`src/rtl/pfe_pkg.sv`:
```
// Shared constants, types and codes of the paged framebuffer pixel engine.
// Depends on nothing; imported by every design module of the block.
package pfe_pkg;

   localparam int MAX_WIDTH   = 128;
   localparam int MAX_HEIGHT  = 64;
   localparam int PAGE_ROWS   = 8;
   localparam int PAGES       = (MAX_HEIGHT + PAGE_ROWS - 1) / PAGE_ROWS;
   localparam int STORE_DEPTH = MAX_WIDTH * PAGES;
   localparam int AW          = $clog2(STORE_DEPTH);
   localparam int XW          = $clog2(MAX_WIDTH + 1);
   localparam int YW          = $clog2(PAGES * PAGE_ROWS + 1);
   localparam int PGW         = (PAGES > 1) ? $clog2(PAGES) : 1;
   localparam int RST_W       = (128 > MAX_WIDTH) ? MAX_WIDTH : 128;
   localparam int RST_H       = (64 > MAX_HEIGHT) ? MAX_HEIGHT : 64;

   localparam logic [2:0] OP_SET   = 3'd0;
   localparam logic [2:0] OP_CLR   = 3'd1;
   localparam logic [2:0] OP_INV   = 3'd2;
   localparam logic [2:0] OP_WRITE = 3'd3;
   localparam logic [2:0] OP_READ  = 3'd4;
   localparam logic [2:0] OP_TAKE  = 3'd5;

   localparam logic [0:0] CSR_WIDTH  = 1'b0;
   localparam logic [0:0] CSR_HEIGHT = 1'b1;

   typedef enum logic [2:0] {
      ACT_NONE,
      ACT_SET,
      ACT_CLR,
      ACT_INV,
      ACT_READ,
      ACT_TAKE
   } act_type;

   // Active display size after clamping.
   typedef struct packed {
      logic [XW-1:0] width;
      logic [YW-1:0] height;
   } dims_type;

   // A classified request as it travels from the front to the back.
   typedef struct packed {
      act_type        act;
      logic [AW-1:0]  addr;
      logic [7:0]     mask;
      logic [XW-1:0]  x;
      logic [PGW-1:0] page;
   } item_type;

   typedef struct packed {
      logic       in_range;
      logic [7:0] read_data;
      logic [7:0] dirty_left;
      logic [6:0] dirty_top;
      logic [7:0] dirty_right;
      logic [6:0] dirty_bottom;
      logic [3:0] first_page;
      logic [3:0] end_page;
   } rsp_type;

endpackage

```
`src/rtl/pfe_rsp_queue.sv`:
```
// Two-entry result queue that separates the back end from the consumer.
// Depends on pfe_pkg for the result type.
module pfe_rsp_queue (
   input  logic             clock,
   input  logic             reset,
   input  logic             push,
   input  pfe_pkg::rsp_type push_data,
   output logic             full,
   input  logic             pop,
   output logic             empty,
   output pfe_pkg::rsp_type head
);
   import pfe_pkg::*;

   rsp_type    ent_ff [2];
   logic [1:0] cnt_ff, cnt_in;
   logic       wp_ff, wp_in;
   logic       rp_ff, rp_in;
   logic       take;

   assign full  = (cnt_ff == 2'd2);
   assign empty = (cnt_ff == 2'd0);
   assign take  = pop && !empty;
   assign head  = ent_ff[rp_ff];

   always_comb begin
      cnt_in = cnt_ff + {1'b0, push} - {1'b0, take};
      wp_in  = push ? !wp_ff : wp_ff;
      rp_in  = take ? !rp_ff : rp_ff;
   end

   always_ff @(posedge clock) begin
      if (reset) begin
         cnt_ff <= 2'd0;
         wp_ff  <= 1'b0;
         rp_ff  <= 1'b0;
      end else begin
         cnt_ff <= cnt_in;
         wp_ff  <= wp_in;
         rp_ff  <= rp_in;
      end
   end

   always_ff @(posedge clock) begin
      if (push) begin
         ent_ff[wp_ff] <= push_data;
      end
   end

endmodule

```
`config.mk`:
```
export PLATFORM = sky130hd
export DESIGN_NAME = pfe_rsp_queue
export DESIGN_NICKNAME = d
export VERILOG_FILES = /design/src/rtl/pfe_pkg.sv /design/src/rtl/pfe_rsp_queue.sv
export SDC_FILE = /design/constraint.sdc
export NUM_CORES = 1
export LEC_CHECK = 0
export BUFFER_PORTS_ARGS = -buffer_cell sky130_fd_sc_hd__buf_2
export CORE_MARGIN = 2
export CORE_UTILIZATION = 47
export DETAILED_ROUTE_END_ITERATION = 8
export GPL_ROUTABILITY_DRIVEN = 0
export PLACE_DENSITY = 0.72
export SLEW_MARGIN = 30
export SYNTH_ARGS = -nofsm -noshare
export SYNTH_HDL_FRONTEND = slang
export SYNTH_SLANG_ARGS = --single-unit
```
`constraint.sdc`:
```
create_clock -name clock -period 2.8 [get_ports clock]
set_clock_uncertainty 0.05 [all_clocks]
set_input_delay 0.28 -clock clock [delete_from_list [all_inputs] [get_ports clock]]
set_output_delay 0.28 -clock clock [all_outputs]
set_load 0.005 [all_outputs]
```
==> results.md <==
* Outcome: finished clean
* CP Capture Type: output pin
* Initial antenna violation count at 0
* Detailed placement HPWL at about 4300 um
* Slowest cell delay on critical path at approximately 0.73 ns
* Total clock buffers created by CTS at 9
* Die outline height at approximately 93 um
* Final critical delay including setup and external delays at about 2.2 ns
* Maximum buffer depth of the clock tree at 2
* Remaining Overflow, GRT at 0
* Post-synth top area cell: edfxtp_1
* Leakage power total at around 1.8 nW
* Number of global-route vias before repair at roughly 1900
* # hold bufs at CTS at 0
* DRC marker count from the first detailed-route iteration at 64
* Setup-failing EPs final at 0
* Total count of hold-check failures in the final report at 0
* Clock latency on the worst-skew pair at ~0.35 ns
* Final Slew Violations at 0
* Post-synthesis instance total at between 150 and 200
* Share of cells above drive strength 1 at roughly three fifths
* Vias at approximately 1800
* FILL cells at 605
* Slowest library cell on the worst path: dfxtp_2
* TritonCTS clock tree: yes
* Total wire length at roughly 6300 um
* Number of levels in the clock H-tree at 3
* Avg Synthesized Cell Area at ~22 um2
* Die Wd at ~93 um
* Worst Path Required at 2.47 ns
* Setup repair after global routing missed its margin: false
* Detailed-route wire length on metal 1 at between 2000 and 3000 um
* Top-level I/O count at 100
* Area inside the core boundary at just under 8000 um2
* Antenna Cells at 0
* Final core utilization at 59.7%
* Synth unique cells at 14
* Pin count of the biggest net entering global routing at 24
* Remaining number of nets flagged by the antenna check after routing at 0
* Yosys warning total at 0
* Routed wire length on met2 at about 3200 um
* Critical Path Fanout Max at 19
* Top cell type's share of synthesized area at around three quarters
* Critical path cell sequence: buf_4, mux2_2, buf_2
* Final critical-path share of the clock period at 79.3%
* First-pass GRT wire length at slightly above 9000 um
* Number of buffers inserted by post-CTS setup repair at 0
* Worst hold path type: in -> reg
* Synthesis-to-finish area growth at 22.8%
* Crit Path Class: reg -> out
* CTS clock-pin slew for the worst setup and hold paths at 0.09 ns
* Slew of the pin with the lowest slew margin at about 0.61 ns
* Max VDD drop at 583 uV
* Tot GR Track Use at between 10% and 20%
* Top layer used by detailed routing: met4
* CTS root buf: clkbuf_8
* Maximum Capacitance Violations at 0
* Detailed Routing Iterations Pass 1 at 4
* Number of standard cells in the final layout excluding fillers at 387
* Sequential element share of the synthesized area at just under 80%
* Nets@finish at around 330
* DRC violations left at 0
* Fmax achieved at between 400 and 500 MHz
* Number of buffers inserted by port buffering at 99
* Die area at just under 9000 um2
* Length of routed met3 wiring at between 300 and 400 um
* Row count at 32
* Routed via count divided by cell count at ~4.8
* Cell area power density at roughly 760 nW/um2
* Post-Syn Nets at approximately 220
* Category of cells accounting for the largest share of critical-path delay: flip-flops
* Clock Sinks at between 90 and 100
* Final routed wire length divided by cell count at between 15 and 20 um
* Effective utilization at floorplan at between 40% and 50%
* CP Launch Type: flop
* Syn Std Cell Area at 3750 um2
* Flip-flop and latch count after synthesis at approximately 100
* Area contributors post-synth: edfxtp_1 75%, mux2_4 12%, mux2_2 5.7%
* Number of cells upsized or downsized after cts at 0
* Bufs and invs on worst path at 2
* Setup TNS Final at 0 ns
* Number of cells in the design after placement at 371
* Arrival time reported for the critical path endpoint at around 1.9 ns
* Max-slew headroom at 59.2%
[layout make-up]
type / instances / area (um2) / share of cell area [%]
timing repair buffer: 105 / 553 / 12.0
tap: 102 / 128 / 2.77
clock inverter: 7 / 91.3 / 1.98
inverter: 2 / 7.51 / 0.163
sequential: 99 / 2920 / 63.4
clock buffer: 9 / 124 / 2.69
multi-input combinational: 63 / 783 / 17.0
[per-stage QoR]
step	setup WS, ns	instance area [um2]	hold slack (ns)	power, W
6_report	0.581	4610	0.0623	0.00351
5_1_grt	0.492	4610	0.0407	0.00368
4_1_cts	0.527	4610	0.0405	0.00356
3_5_place_dp	0.928	4400	0.421	0.00260
3_3_place_gp	0.975	4400	0.418	0.00257
2_1_floorplan	0.769	3760	0.302	0.00232
[worst reg2reg max path: stages (launching register included)]
cell and delay (ns):
dfxtp_1 0.36, nor2b_4 0.50, buf_4 0.36
[layer usage]
layer / GRT usage [%] / vias to the layer above
li1: - / 876
met1: 17.7 / 904
met2: 24.8 / 57
met3: 3.22 / 9
met4: 8.82 / 0
met5: 0 / -
[synth_stat cells]
library cell	instances
ha_1	2
o21a_1	1
dfxtp_1	5
nor2b_1	4
xnor3_1	1
nor2_1	4
buf_6	4
and2_1	1
mux2_4	30
mux2_2	19
inv_1	2
xnor2_1	1
edfxtp_1	94
buf_2	1
[final timing paths]
kind                            depth (start not counted)          start  slack, ns            end
worst max-delay path                                    3           flop       0.58        head[3]
worst min-delay path                                    1  push_data[32]       0.06  ent_ff[0][32]
worst max register to register                          2          wp_ff       1.21   ent_ff[0][8]
worst min register to register                          2          wp_ff       0.54          wp_ff
[logic make-up after synthesis]
family,after synthesis,synth area share (%)
flops,99,77.8
fa+ha+maj,2,0.666
buf+inv,7,1.53
mux,49,17.7
compound gates,1,0.200
xor+xnor,2,0.833
simple gates,9,1.23
[power by group]
part	switching [W]	internal, W	total, W
sequential	0.0000803	0.00174	0.00182
clock	0.000463	0.000500	0.000963
combinational	0.000277	0.000449	0.000726
[cell usage in the layout (no fill, tap or decap), types with 3 or more instances in the layout]
master	instances
mux2_4	30
dfxtp_1	4
clkbuf_8	9
nor2_1	4
nor2b_1	3
buf_2	99
edfxtp_1	94
mux2_2	19
buf_4	5
[state kept, by name (all words and copies together), names as in the netlist, named ones only]
| name | count |
|---|---|
| wp_ff | 1 |
| cnt_ff | 2 |
| rp_ff | 1 |
| ent_ff | 94 |
Note: power is estimated with default switching activity, not from simulation.
