File: config.mk
export PLATFORM = sky130hd
export DESIGN_NAME = pfe_front
export DESIGN_NICKNAME = d
export VERILOG_FILES = /design/src/rtl/pfe_pkg.sv /design/src/rtl/pfe_front.sv
export SDC_FILE = /design/constraint.sdc
export NUM_CORES = 1
export LEC_CHECK = 0
export BUFFER_PORTS_ARGS = -buffer_cell sky130_fd_sc_hd__buf_4
export CORE_MARGIN = 3
export CORE_UTILIZATION = 39
export CTS_CLUSTER_SIZE = 40
export DETAILED_ROUTE_END_ITERATION = 8
export PLACE_DENSITY = 0.63
export SKIP_CTS_REPAIR_TIMING = 1
export SLEW_MARGIN = 15
export SYNTH_ARGS = -nofsm -noshare
export SYNTH_HDL_FRONTEND = slang
export SYNTH_SLANG_ARGS = --single-unit
export TNS_END_PERCENT = 10
File: constraint.sdc
create_clock -name clock -period 5.75 [get_ports clock]
set_input_delay 0.575 -clock clock [delete_from_list [all_inputs] [get_ports clock]]
set_output_delay 0.575 -clock clock [all_outputs]
set_load 0.02 [all_outputs]
File: src/rtl/pfe_pkg.sv
// Shared constants, types and codes of the paged framebuffer pixel engine.
// Depends on nothing; imported by every design module of the block.
package pfe_pkg;

   localparam int MAX_WIDTH   = 128;
   localparam int MAX_HEIGHT  = 64;
   localparam int PAGE_ROWS   = 8;
   localparam int PAGES       = (MAX_HEIGHT + PAGE_ROWS - 1) / PAGE_ROWS;
   localparam int STORE_DEPTH = MAX_WIDTH * PAGES;
   localparam int AW          = $clog2(STORE_DEPTH);
   localparam int XW          = $clog2(MAX_WIDTH + 1);
   localparam int YW          = $clog2(PAGES * PAGE_ROWS + 1);
   localparam int PGW         = (PAGES > 1) ? $clog2(PAGES) : 1;
   localparam int RST_W       = (128 > MAX_WIDTH) ? MAX_WIDTH : 128;
   localparam int RST_H       = (64 > MAX_HEIGHT) ? MAX_HEIGHT : 64;

   localparam logic [2:0] OP_SET   = 3'd0;
   localparam logic [2:0] OP_CLR   = 3'd1;
   localparam logic [2:0] OP_INV   = 3'd2;
   localparam logic [2:0] OP_WRITE = 3'd3;
   localparam logic [2:0] OP_READ  = 3'd4;
   localparam logic [2:0] OP_TAKE  = 3'd5;

   localparam logic [0:0] CSR_WIDTH  = 1'b0;
   localparam logic [0:0] CSR_HEIGHT = 1'b1;

   typedef enum logic [2:0] {
      ACT_NONE,
      ACT_SET,
      ACT_CLR,
      ACT_INV,
      ACT_READ,
      ACT_TAKE
   } act_type;

   // Active display size after clamping.
   typedef struct packed {
      logic [XW-1:0] width;
      logic [YW-1:0] height;
   } dims_type;

   // A classified request as it travels from the front to the back.
   typedef struct packed {
      act_type        act;
      logic [AW-1:0]  addr;
      logic [7:0]     mask;
      logic [XW-1:0]  x;
      logic [PGW-1:0] page;
   } item_type;

   typedef struct packed {
      logic       in_range;
      logic [7:0] read_data;
      logic [7:0] dirty_left;
      logic [6:0] dirty_top;
      logic [7:0] dirty_right;
      logic [6:0] dirty_bottom;
      logic [3:0] first_page;
      logic [3:0] end_page;
   } rsp_type;

endpackage

File: src/rtl/pfe_front.sv
// Front end: accepts requests, classifies them and computes store addresses,
// then holds them in a two-entry queue for the back end. Depends on pfe_pkg.
module pfe_front (
   input  logic              clock,
   input  logic              reset,
   input  logic              req_push,
   output logic              req_full,
   input  logic [2:0]        req_opcode,
   input  logic [7:0]        req_pixel_x,
   input  logic [7:0]        req_pixel_y,
   input  logic              req_pixel_value,
   input  logic [9:0]        req_byte_index,
   input  pfe_pkg::dims_type dims,
   input  logic              busy,
   input  logic              head_pop,
   output logic              head_valid,
   output pfe_pkg::item_type head_item
);
   import pfe_pkg::*;

   localparam int LW = PGW + XW + 1;

   item_type       item_in;
   item_type       ent_ff [2];
   logic [1:0]     cnt_ff, cnt_in;
   logic           wp_ff, wp_in;
   logic           rp_ff, rp_in;
   logic           accept;
   logic           hit;
   logic [PGW-1:0] page;
   logic [LW-1:0]  lin;

   always_comb begin
      hit  = (32'(req_pixel_x) < 32'(dims.width)) && (32'(req_pixel_y) < 32'(dims.height));
      page = PGW'(req_pixel_y >> 3);
      lin  = LW'(req_pixel_x) + LW'(page) * LW'(dims.width);

      item_in.addr = lin[AW-1:0];
      item_in.mask = 8'(1) << req_pixel_y[2:0];
      item_in.x    = XW'(req_pixel_x);
      item_in.page = page;
      item_in.act  = ACT_NONE;
      unique case (req_opcode)
         OP_SET:   item_in.act = hit ? ACT_SET : ACT_NONE;
         OP_CLR:   item_in.act = hit ? ACT_CLR : ACT_NONE;
         OP_INV:   item_in.act = hit ? ACT_INV : ACT_NONE;
         OP_WRITE: begin
            if (!hit)                 item_in.act = ACT_NONE;
            else if (req_pixel_value) item_in.act = ACT_SET;
            else                      item_in.act = ACT_CLR;
         end
         OP_READ: begin
            item_in.addr = AW'(req_byte_index);
            item_in.act  = (32'(req_byte_index) < STORE_DEPTH) ? ACT_READ : ACT_NONE;
         end
         OP_TAKE:  item_in.act = ACT_TAKE;
         default:  item_in.act = ACT_NONE;
      endcase
   end

   assign req_full   = (cnt_ff == 2'd2) || busy;
   assign accept     = req_push && !req_full;
   assign head_valid = (cnt_ff != 2'd0);
   assign head_item  = ent_ff[rp_ff];

   always_comb begin
      cnt_in = cnt_ff + {1'b0, accept} - {1'b0, head_pop};
      wp_in  = accept ? !wp_ff : wp_ff;
      rp_in  = head_pop ? !rp_ff : rp_ff;
   end

   always_ff @(posedge clock) begin
      if (reset) begin
         cnt_ff <= 2'd0;
         wp_ff  <= 1'b0;
         rp_ff  <= 1'b0;
      end else begin
         cnt_ff <= cnt_in;
         wp_ff  <= wp_in;
         rp_ff  <= rp_in;
      end
   end

   always_ff @(posedge clock) begin
      if (accept) begin
         ent_ff[wp_ff] <= item_in;
      end
   end

endmodule

==> flow_metrics.tcl, run 1 <==
set metrics [dict create \
    portBuffers 83 \
    slew_headroom 0.560 \
    initial_core_util 0.402 \
    worstMarginPinSlew_ps 660 \
    fin_hold_ws_ps 427 \
    ant_nets 0 \
    synth_area_um2 3930 \
    synthDistinctLibCells 33 \
    arrival_ps 3360 \
    grt_pass1_vias 2761 \
    yosys_warnings 0 \
    dp_slack_ps 2150 \
    cts_root_buf "clkbuf_8" \
    antenna_cells 0 \
    leakagePower_nw 2.11 \
    synth_fp_nets 403 \
    path_max_fanout 11 \
    die_w_um 106 \
    crit_path_start_kind "input pin" \
    cp-end-kind "flip-flop" \
    seq_area_frac_synth 0.515 \
    drt_iter0_drc 86 \
    min_period_ps 3300 \
    vias 2635 \
    overflow 0 \
    setup-violations-final 0 \
    timing.setup.tns_ps 0 \
    synth_seq_cells 69 \
    drc_errors 0 \
    path_clk_slew_ps 70 \
    outcome "finished clean" \
    synth_compound_area_frac 0.0596 \
    routed_wl_um 7850 \
    muxShareOfSynthArea 0.100 \
    core_area_um2 9770 \
    pin_count 84 \
    maxCapViolCount 0 \
    cts_max_level 3 \
    powerDensity_nw_per_um2 291 \
    hold_viol 0 \
    antenna_found_initial 0 \
    synthXorXnorAreaFrac 0.0290 \
    crit_required_ps 5810 \
    fp-row-count 36 \
    drive_gt1_frac 0.344 \
    total_power_mw 1.43 \
    gp_congestion 0.792 \
    wl_per_cell_um 14.5 \
    dieArea_um2 11300 \
    fin_util 0.504 \
    skew_ps 8.62 \
    track_usage 0.147 \
    grt_max_degree 33 \
    fmax_mhz 303 \
    nets 493 \
    ctsLongestPathBuffers 2 \
    area_delta_synth_final_pct 25.4 \
    synthCells 312 \
    syn_area_per_cell_um2 12.6 \
    ir_drop_mv 0.112 \
    tritoncts "built" \
    cts_sinks 69 \
    hold_path.class "input pin to flip-flop" \
    synth_top_family_by_area "adder cells" \
    grt_pass1_wl_um 13000 \
    rsz0062_at_grt "false" \
    insertion_delay_ps 340 \
    hpwl_um 5890 \
    die_h_um 106 \
    min_period_over_period 0.573 \
    dr.pass1.iters 5 \
    yosys.area_share.simple 0.0917 \
    synth_fa_ha_area_frac 0.155 \
    cts_buffers 9 \
    finalWorstSetupSlack_ps 2450 \
    critPathKind "input pin to flip-flop" \
    final_max_slew_viol_count 0 \
    via_per_inst 4.88 \
]
## Yosys cell counts
master	number	share of area
a211oi_1	2	0.0038
a21o_1	3	0.0057
a21oi_1	9	0.011
a221oi_2	1	0.0038
a31oi_1	2	0.0032
and2_1	21	0.033
and3_1	2	0.0032
and3b_1	2	0.0045
and4b_1	1	0.0025
buf_2	5	0.0064
clkbuf_1	2	0.0019
dfxtp_1	5	0.025
edfxtp_1	64	0.49
fa_1	13	0.066
ha_1	28	0.089
inv_1	43	0.041
mux2_2	35	0.10
nand2_1	15	0.014
nand3_1	1	0.0013
nand4_1	1	0.0016
nor2_1	10	0.0096
nor2b_1	2	0.0032
nor3_1	4	0.0051
nor3b_1	5	0.0096
o211ai_1	2	0.0038
o21ai_0	13	0.017
o21ai_1	1	0.0013
o21ai_2	1	0.0022
o21bai_1	4	0.0076
or2_2	1	0.0016
or4_1	1	0.0019
xnor2_1	7	0.016
xor2_1	6	0.013
## metrics by stage
stage                     cells  area [um^2]
final                       540         4920
after CTS                   540         4920
after detailed placement    524         4710
after global placement      524         4710
after global routing        540         4920
after floorplan             312         3930
## critical path, stage by stage
cell,delay [ps]
buf_4,150
nand2_1,90
fa_1,540
inv_1,50
fa_1,500
fa_1,500
a211oi_1,340
o21ai_0,160
a31oi_1,210
xnor2_1,150
o21ai_1,90
## state kept, by name, indices dropped and copies added, names as in the netlist, named ones only
signal,cells
rp_ff,1
ent_ff,64
cnt_ff,2
wp_ff,1
## logic make-up (layout without fill, tap and decap cells)
logic type | count (synthesis) | in the layout
adder cells (fa/ha/maj) | 41 | 41
XOR/XNOR | 13 | 13
multiplexers | 35 | 35
AO/OA/AOI/OAI | 38 | 38
AND/OR/NAND/NOR | 66 | 66
flip-flops | 69 | 69
buffers and inverters | 50 | 145
## power by group
| group | internal (mW) | switching, mW | total, mW |
|---|---|---|---|
| Combinational | 0.181 | 0.211 | 0.393 |
| Sequential | 0.607 | 0.0135 | 0.620 |
| Clock | 0.242 | 0.178 | 0.419 |
## layout by cell type, fill, tap and decap left out, types with 9 or more instances in the layout
master / instances
a21oi_1: 9
and2_1: 21
buf_4: 86
clkbuf_8: 9
edfxtp_1: 64
fa_1: 13
ha_1: 28
inv_1: 43
mux2_2: 35
nand2_1: 15
nor2_1: 9
o21ai_0: 13
## final timing paths
path	start	to	slack (ps)	cells after the start
max	req_pixel_y[5]	ent_ff[1][28]	2450	11
min	reset	cnt_ff[1]	430	2
max reg2reg	cnt_ff[0]	cnt_ff[1]	4040	9
min reg2reg	rp_ff	rp_ff	520	2
## metal layers
metal  share of wire  track usage  vias up
met4           0.011       0.0472        0
met3           0.047       0.0340        8
met1            0.43        0.183     1295
met2            0.51        0.252       65
met5               0            0        -
li1                -            -     1267
## area by class of cell
class                      count  area (um^2)
fill                         913         4850
tap                          133          166
sequential                    69         2020
clock buffer                   9          124
timing repair buffer          86          646
inverter                      43          161
multi-input combinational    193         1720
clock inverter                 7         90.1
No activity file was read; power rests on OpenSTA's default activity.
==> run 2: changes to the inputs <==
--- a/config.mk
+++ b/config.mk
@@ -5,12 +5,13 @@
 export SDC_FILE = /design/constraint.sdc
 export NUM_CORES = 1
 export LEC_CHECK = 0
+export ABC_AREA = 1
 export BUFFER_PORTS_ARGS = -buffer_cell sky130_fd_sc_hd__buf_4
 export CORE_MARGIN = 3
 export CORE_UTILIZATION = 39
 export CTS_CLUSTER_SIZE = 40
 export DETAILED_ROUTE_END_ITERATION = 8
-export PLACE_DENSITY = 0.63
+export PLACE_DENSITY = 0.65
 export SKIP_CTS_REPAIR_TIMING = 1
 export SLEW_MARGIN = 15
 export SYNTH_ARGS = -nofsm -noshare
==> constraint.sdc (replaced) <==
create_clock -name clock -period 2.8 [get_ports clock]
set_input_delay 0.28 -clock clock [delete_from_list [all_inputs] [get_ports clock]]
set_output_delay 0.28 -clock clock [all_outputs]
set_load 0.02 [all_outputs]
==> run 2 against run 1 <==
Compared with the run above:
- final area increased by 5.2%
- die area increased by 3.4%
- sequential share of layout area decreased by 2.0 points
- sequential power increased by 100%
- sequential cell count unchanged
- clock power increased by 110%
- area after synthesis increased by 3.6%
- routed wire length increased by 7.5%
- combinational power increased by 120%
- critical path depth increased by 3
==> flow_metrics.tcl, run 2 <==
set metrics [dict create \
    setup-violations-final 0 \
    cts_sinks 69 \
    yosys_warnings 0 \
    antenna_cells 0 \
    grt_pass1_vias 2949 \
    cts_buffers 9 \
    antenna_found_initial 0 \
    reg2reg_slack_ps 920 \
    skew_ps 12.2 \
    grt_pass1_wl_um 14200 \
    seq_area_frac_synth 0.497 \
    path_clk_slew_ps 80 \
    vias 2863 \
    area_delta_synth_final_pct 27.3 \
    largest_reg_flops 64 \
    drc_errors 0 \
    via_per_inst 4.55 \
    cp-end-kind "flip-flop" \
    crit_path_start_kind "input pin" \
    min_period_ps 2560 \
    min_period_over_period 0.915 \
    dr.pass1.iters 4 \
    placed_cells_incl_taps 613 \
    synthTopCellsByArea "edfxtp_1, ha_1, mux2_1, nand2_1, inv_1" \
    path_max_fanout 8 \
    initial_core_util 0.409 \
    synthFlopType "edfxtp_1" \
    hpwl_um 6500 \
    drt_iter0_drc 144 \
    reg.largest.list "ent_ff: 64 flops, cnt_ff: 2 flops" \
    pin_count 84 \
    insertion_delay_ps 340 \
    final_max_slew_viol_count 0 \
    cts_max_level 3 \
    mostFrequentLayoutCell "buf_4" \
    drive_gt1_frac 0.250 \
    fmax_mhz 390 \
    synth.largest_area_cell "edfxtp_1" \
    fp-row-count 36 \
    gp_congestion 0.836 \
    synth_seq_cells 69 \
    slew_headroom 0.592 \
    wl_per_cell_um 13.4 \
    overflow 0 \
    tritoncts "built" \
    synth_common_cells "nand2_1, inv_1, edfxtp_1, mux2_1, ha_1" \
    cts_root_buf "clkbuf_8" \
    synth_area_um2 4070 \
    maxCapViolCount 0 \
    synthDistinctLibCells 30 \
    critPathKind "input pin to flip-flop" \
    die_h_um 108 \
    instances_no_fill 629 \
    core_area_um2 9950 \
    routed_wl_um 8440 \
    ctsLongestPathBuffers 2 \
    portBuffers 83 \
    hold_path.class "input pin to flip-flop" \
    synth_edf_count 64 \
    grt_max_degree 23 \
    dieArea_um2 11700 \
    synthArstFlopShare 0 \
    synth_fp_nets 480 \
    fin_util 0.520 \
    hold_viol 0 \
    top_register "ent_ff" \
    yosysMostFrequentCell "nand2_1" \
    arrival_ps 2650 \
    synthCells 389 \
    worstMarginPinSlew_ps 610 \
    powerDensity_nw_per_um2 574 \
    rsz0062_at_grt "false" \
    die_w_um 108 \
    final_cell_mix "buf_4, nand2_1, inv_1, edfxtp_1, mux2_1" \
    place_area_um2 4960 \
    outcome "finished clean" \
    ir_drop_mv 0.290 \
    leakagePower_nw 2.49 \
    synth.top_cell.area_share 0.472 \
    ant_nets 0 \
    nets 582 \
    track_usage 0.158 \
    syn_area_per_cell_um2 10.5 \
    crit_required_ps 2890 \
    final_area_um2 5180 \
]
-- run 2: cell count changes in the layout (fill, tap and decap cells not counted), sizes merged, moves of 3 or more --
cell and delta:
buf +13, o21bai -4, nor2 +8, nor3 +5, nand3 +14, mux2 -3
xor2 -5, inv +37, o21ai -10, nand2 +70, and2 -21
-- run 2: layout make-up --
type                       count  area (um^2)
multi-input combinational    232         1720
sequential                    69         2020
clock inverter                 6         87.6
clock buffer                  10          128
fill                         900         4780
tap                          133          166
timing repair buffer          99          756
inverter                      80          300
-- run 2: where the power goes --
group / switching (mW) / internal [mW]
clock network: 0.377 / 0.502
logic: 0.466 / 0.386
registers: 0.0204 / 1.22
-- run 2: final timing paths --
| path | from | to | depth (start not counted) |
|---|---|---|---|
| hold / removal | reset | cnt_ff[0] | 2 |
| setup reg to reg | cnt_ff[0] | ent_ff[1][24] | 5 |
| hold reg to reg | rp_ff | rp_ff | 2 |
| setup / recovery | req_pixel_y[5] | ent_ff[1][25] | 14 |
-- run 2: cell families after synthesis --
family / share of synthesized area
DFF: 0.497
AOI/OAI and AO/OA: 0.0237
adders and majority gates: 0.150
xor gates and xnor gates: 0.0151
muxes: 0.0886
and+or+nand+nor: 0.141
buffers and inverters: 0.0843
-- run 2: through the flow --
step                setup TNS (ps)  worst slack [ps]  hold slack, ps  power [mW]
floorplan                        0              2.67             351        1.79
global placement              -304             -51.8             483        2.10
detailed placement           -1010              -118             489        2.13
CTS                              0               239             116        3.01
global route                     0              42.4             122        3.17
finish                           0               238             128        2.97
-- run 2: critical path, stage by stage --
cell and delay (ps):
buf_4 140, nand2_1 60, inv_1 50, fa_1 530
inv_1 50, fa_1 490, inv_1 40, ha_1 350
a21oi_1 150, nand2_1 120, nand3_1 130, nand3b_1 90
nand3_1 90, nand2_1 70
-- run 2: routing by layer --
metal,GRT usage,vias up,share of wire
li1,-,1468,-
met2,0.277,71,0.50
met3,0.0293,5,0.059
met5,0,-,0
met4,0.0451,0,0.0095
met1,0.199,1319,0.44
==> run 3: changes to the inputs <==
--- a/config.mk
+++ b/config.mk
@@ -7,11 +7,12 @@
 export LEC_CHECK = 0
 export ABC_AREA = 1
 export BUFFER_PORTS_ARGS = -buffer_cell sky130_fd_sc_hd__buf_4
+export CAP_MARGIN = 20
 export CORE_MARGIN = 3
-export CORE_UTILIZATION = 39
+export CORE_UTILIZATION = 50
 export CTS_CLUSTER_SIZE = 40
 export DETAILED_ROUTE_END_ITERATION = 8
-export PLACE_DENSITY = 0.65
+export PLACE_DENSITY = 0.8
 export SKIP_CTS_REPAIR_TIMING = 1
 export SLEW_MARGIN = 15
 export SYNTH_ARGS = -nofsm -noshare
==> run 3 against run 2 <==
Compared with the run above:
- die area decreased by 21%
- sequential share of layout area is 0.32 points higher
- critical path depth did not move
- global-route usage increased by 3.4 points
- combinational power about the same
- non-clock buffer count grew 1
- power fell by 0.60%
- core utilization is 14 points higher
- register-to-register slack improved by 50 ps
- hold slack got worse by 7.7 ps
- sequential cell count is the same
- critical endpoint unchanged
==> flow_metrics.tcl, run 3 (same netlist as run 2, synthesis figures left out) <==
set metrics [dict create \
    worstReg2RegEnd "ent_ff[0][22]" \
    reg.largest.list "ent_ff: 64 flops, cnt_ff: 2 flops" \
    area_delta_synth_final_pct 26.2 \
    insertion_delay_ps 340 \
    hold_path.class "input pin to flip-flop" \
    final_cell_mix "buf_4, nand2_1, inv_1, edfxtp_1, mux2_1" \
    wl_per_cell_um 13.5 \
    dr.pass1.iters 4 \
    dieArea_um2 9260 \
    die_h_um 96.2 \
    cts_max_level 3 \
    largest_reg_flops 64 \
    powerDensity_nw_per_um2 575 \
    initial_core_util 0.521 \
    hpwl_um 6350 \
    cp-end-kind "flip-flop" \
    drc_errors 0 \
    gp_congestion 0.853 \
    arrival_ps 2770 \
    leakagePower_nw 2.50 \
    grt_max_degree 23 \
    instances_no_fill 599 \
    path_delay_family "adder cells" \
    mostFrequentLayoutCell "buf_4" \
    setup-violations-final 0 \
    crit_required_ps 2890 \
    worstMarginPinSlew_ps 633 \
    maxCapViolCount 0 \
    overflow 0 \
    rsz0062_at_grt "false" \
    core_area_um2 7810 \
    final_max_slew_viol_count 0 \
    placed_cells_incl_taps 583 \
    n_fill_cell 626 \
    crit_path_start_kind "input pin" \
    r2r_cells 5 \
    path_buf_inv 4 \
    ir_drop_mv 0.261 \
    top_register "ent_ff" \
    antenna_found_initial 0 \
    min_period_over_period 0.958 \
    critPathKind "input pin to flip-flop" \
    ctsLongestPathBuffers 2 \
    slew_headroom 0.577 \
    routed_wl_um 8110 \
    hold_end "rp_ff" \
    crit_path_top_delay_cell "fa_1" \
    min_from "reset" \
    path_cells "buf_4, nand2_1, inv_1, fa_1, inv_1, fa_1, inv_1, ha_1, a21oi_1, nand2_1, nand3_1, nand3b_1, nand3_1, nand2_1" \
    tritoncts "built" \
    ant_nets 0 \
    cts_sinks 69 \
    outcome "finished clean" \
    hold_viol 0 \
    min_path_cells 2 \
    seqCellArea_um2 2020 \
    grt_pass1_vias 2976 \
    track_usage 0.192 \
    timing.rr.start "cnt_ff[0]" \
    pin_count 84 \
    vias 2960 \
    antenna_cells 0 \
    p_sw_mw 0.845 \
    path_max_fanout 8 \
    portBuffers 83 \
    power_frac_seq 0.420 \
    fp-row-count 32 \
    cts_buffers 9 \
    skew_ps 10.3 \
    drt_iter0_drc 151 \
    fin_hold_ws_ps 120 \
    min_period_ps 2680 \
    path_clk_slew_ps 70 \
    p_int_mw 2.11 \
    fmax_mhz 373 \
    reg2reg_slack_ps 970 \
    via_per_inst 4.94 \
    die_w_um 96.2 \
    crit_path_max_incr_delay_ps 540 \
    nets 583 \
    comb_power_share 0.288 \
    multiInputGateArea_um2 1710 \
    cts_root_buf "clkbuf_8" \
    grt_pass1_wl_um 13100 \
    drive_gt1_frac 0.249 \
    sw_frac_of_total 0.286 \
    pwr-share-clk 0.291 \
]
==> run 3: cell types whose count changed in the layout (fill, tap and decap cells not counted) <==
cell | previous run | this run
nor2_2 | 0 | 2
inv_6 | 0 | 1
buf_4 | 98 | 99
clkinv_2 | 2 | 1
clkinv_1 | 0 | 1
clkinv_4 | 2 | 1
nor2_4 | 2 | 0
==> run 3: how the worst max path moves through the flow <==
stage / from / to / slack [ps] / cells after the start
global placement: req_pixel_y[5] / ent_ff[1][25] / -40 / 14
detailed placement: req_pixel_y[5] / ent_ff[0][25] / -200 / 14
CTS: req_pixel_y[5] / ent_ff[1][25] / 130 / 14
floorplan: req_pixel_y[4] / ent_ff[0][28] / 3 / 12
global route: req_pixel_y[5] / ent_ff[1][25] / 0.07 / 15
finish: req_pixel_y[5] / ent_ff[1][25] / 120 / 14
==> run 3: metal layers <==
| metal | vias up | GRT usage | wire length, um |
|---|---|---|---|
| met5 | - | 0 | 0 |
| met2 | 81 | 0.343 | 4160 |
| li1 | 1474 | - | - |
| met3 | 4 | 0.0453 | 524 |
| met1 | 1401 | 0.222 | 3350 |
| met4 | 0 | 0.0687 | 78 |
==> run 3: final cells by class <==
type / instances / share of cell area
Timing Repair Buffer: 100 / 0.149
Inverter: 80 / 0.0585
Sequential cell: 69 / 0.394
Multi-Input combinational cell: 232 / 0.333
Clock inverter: 6 / 0.0168
Tap cell: 102 / 0.0248
Clock buffer: 10 / 0.0248
==> run 3: stage by stage <==
step	total power [mW]	cell area, um^2	util	setup WS, ps	setup TNS, ps
after floorplan	1.79	4070	-	2.67	0
after global placement	2.09	4920	0.630	-42.5	-158
after detailed placement	2.12	4920	0.630	-198	-1360
after CTS	2.99	5140	0.658	134	0
after global routing	3.15	5140	0.658	0.0662	0
final	2.96	5140	0.658	116	0
==> run 3: power by group through the flow <==
stage | registers (mW) | clock network, mW | logic (mW)
floorplan | 1.26 | 0 | 0.532
CTS | 1.24 | 0.880 | 0.862
finish | 1.24 | 0.861 | 0.853
detailed placement | 1.27 | 0 | 0.856
global placement | 1.26 | 0 | 0.823
global route | 1.25 | 0.931 | 0.969
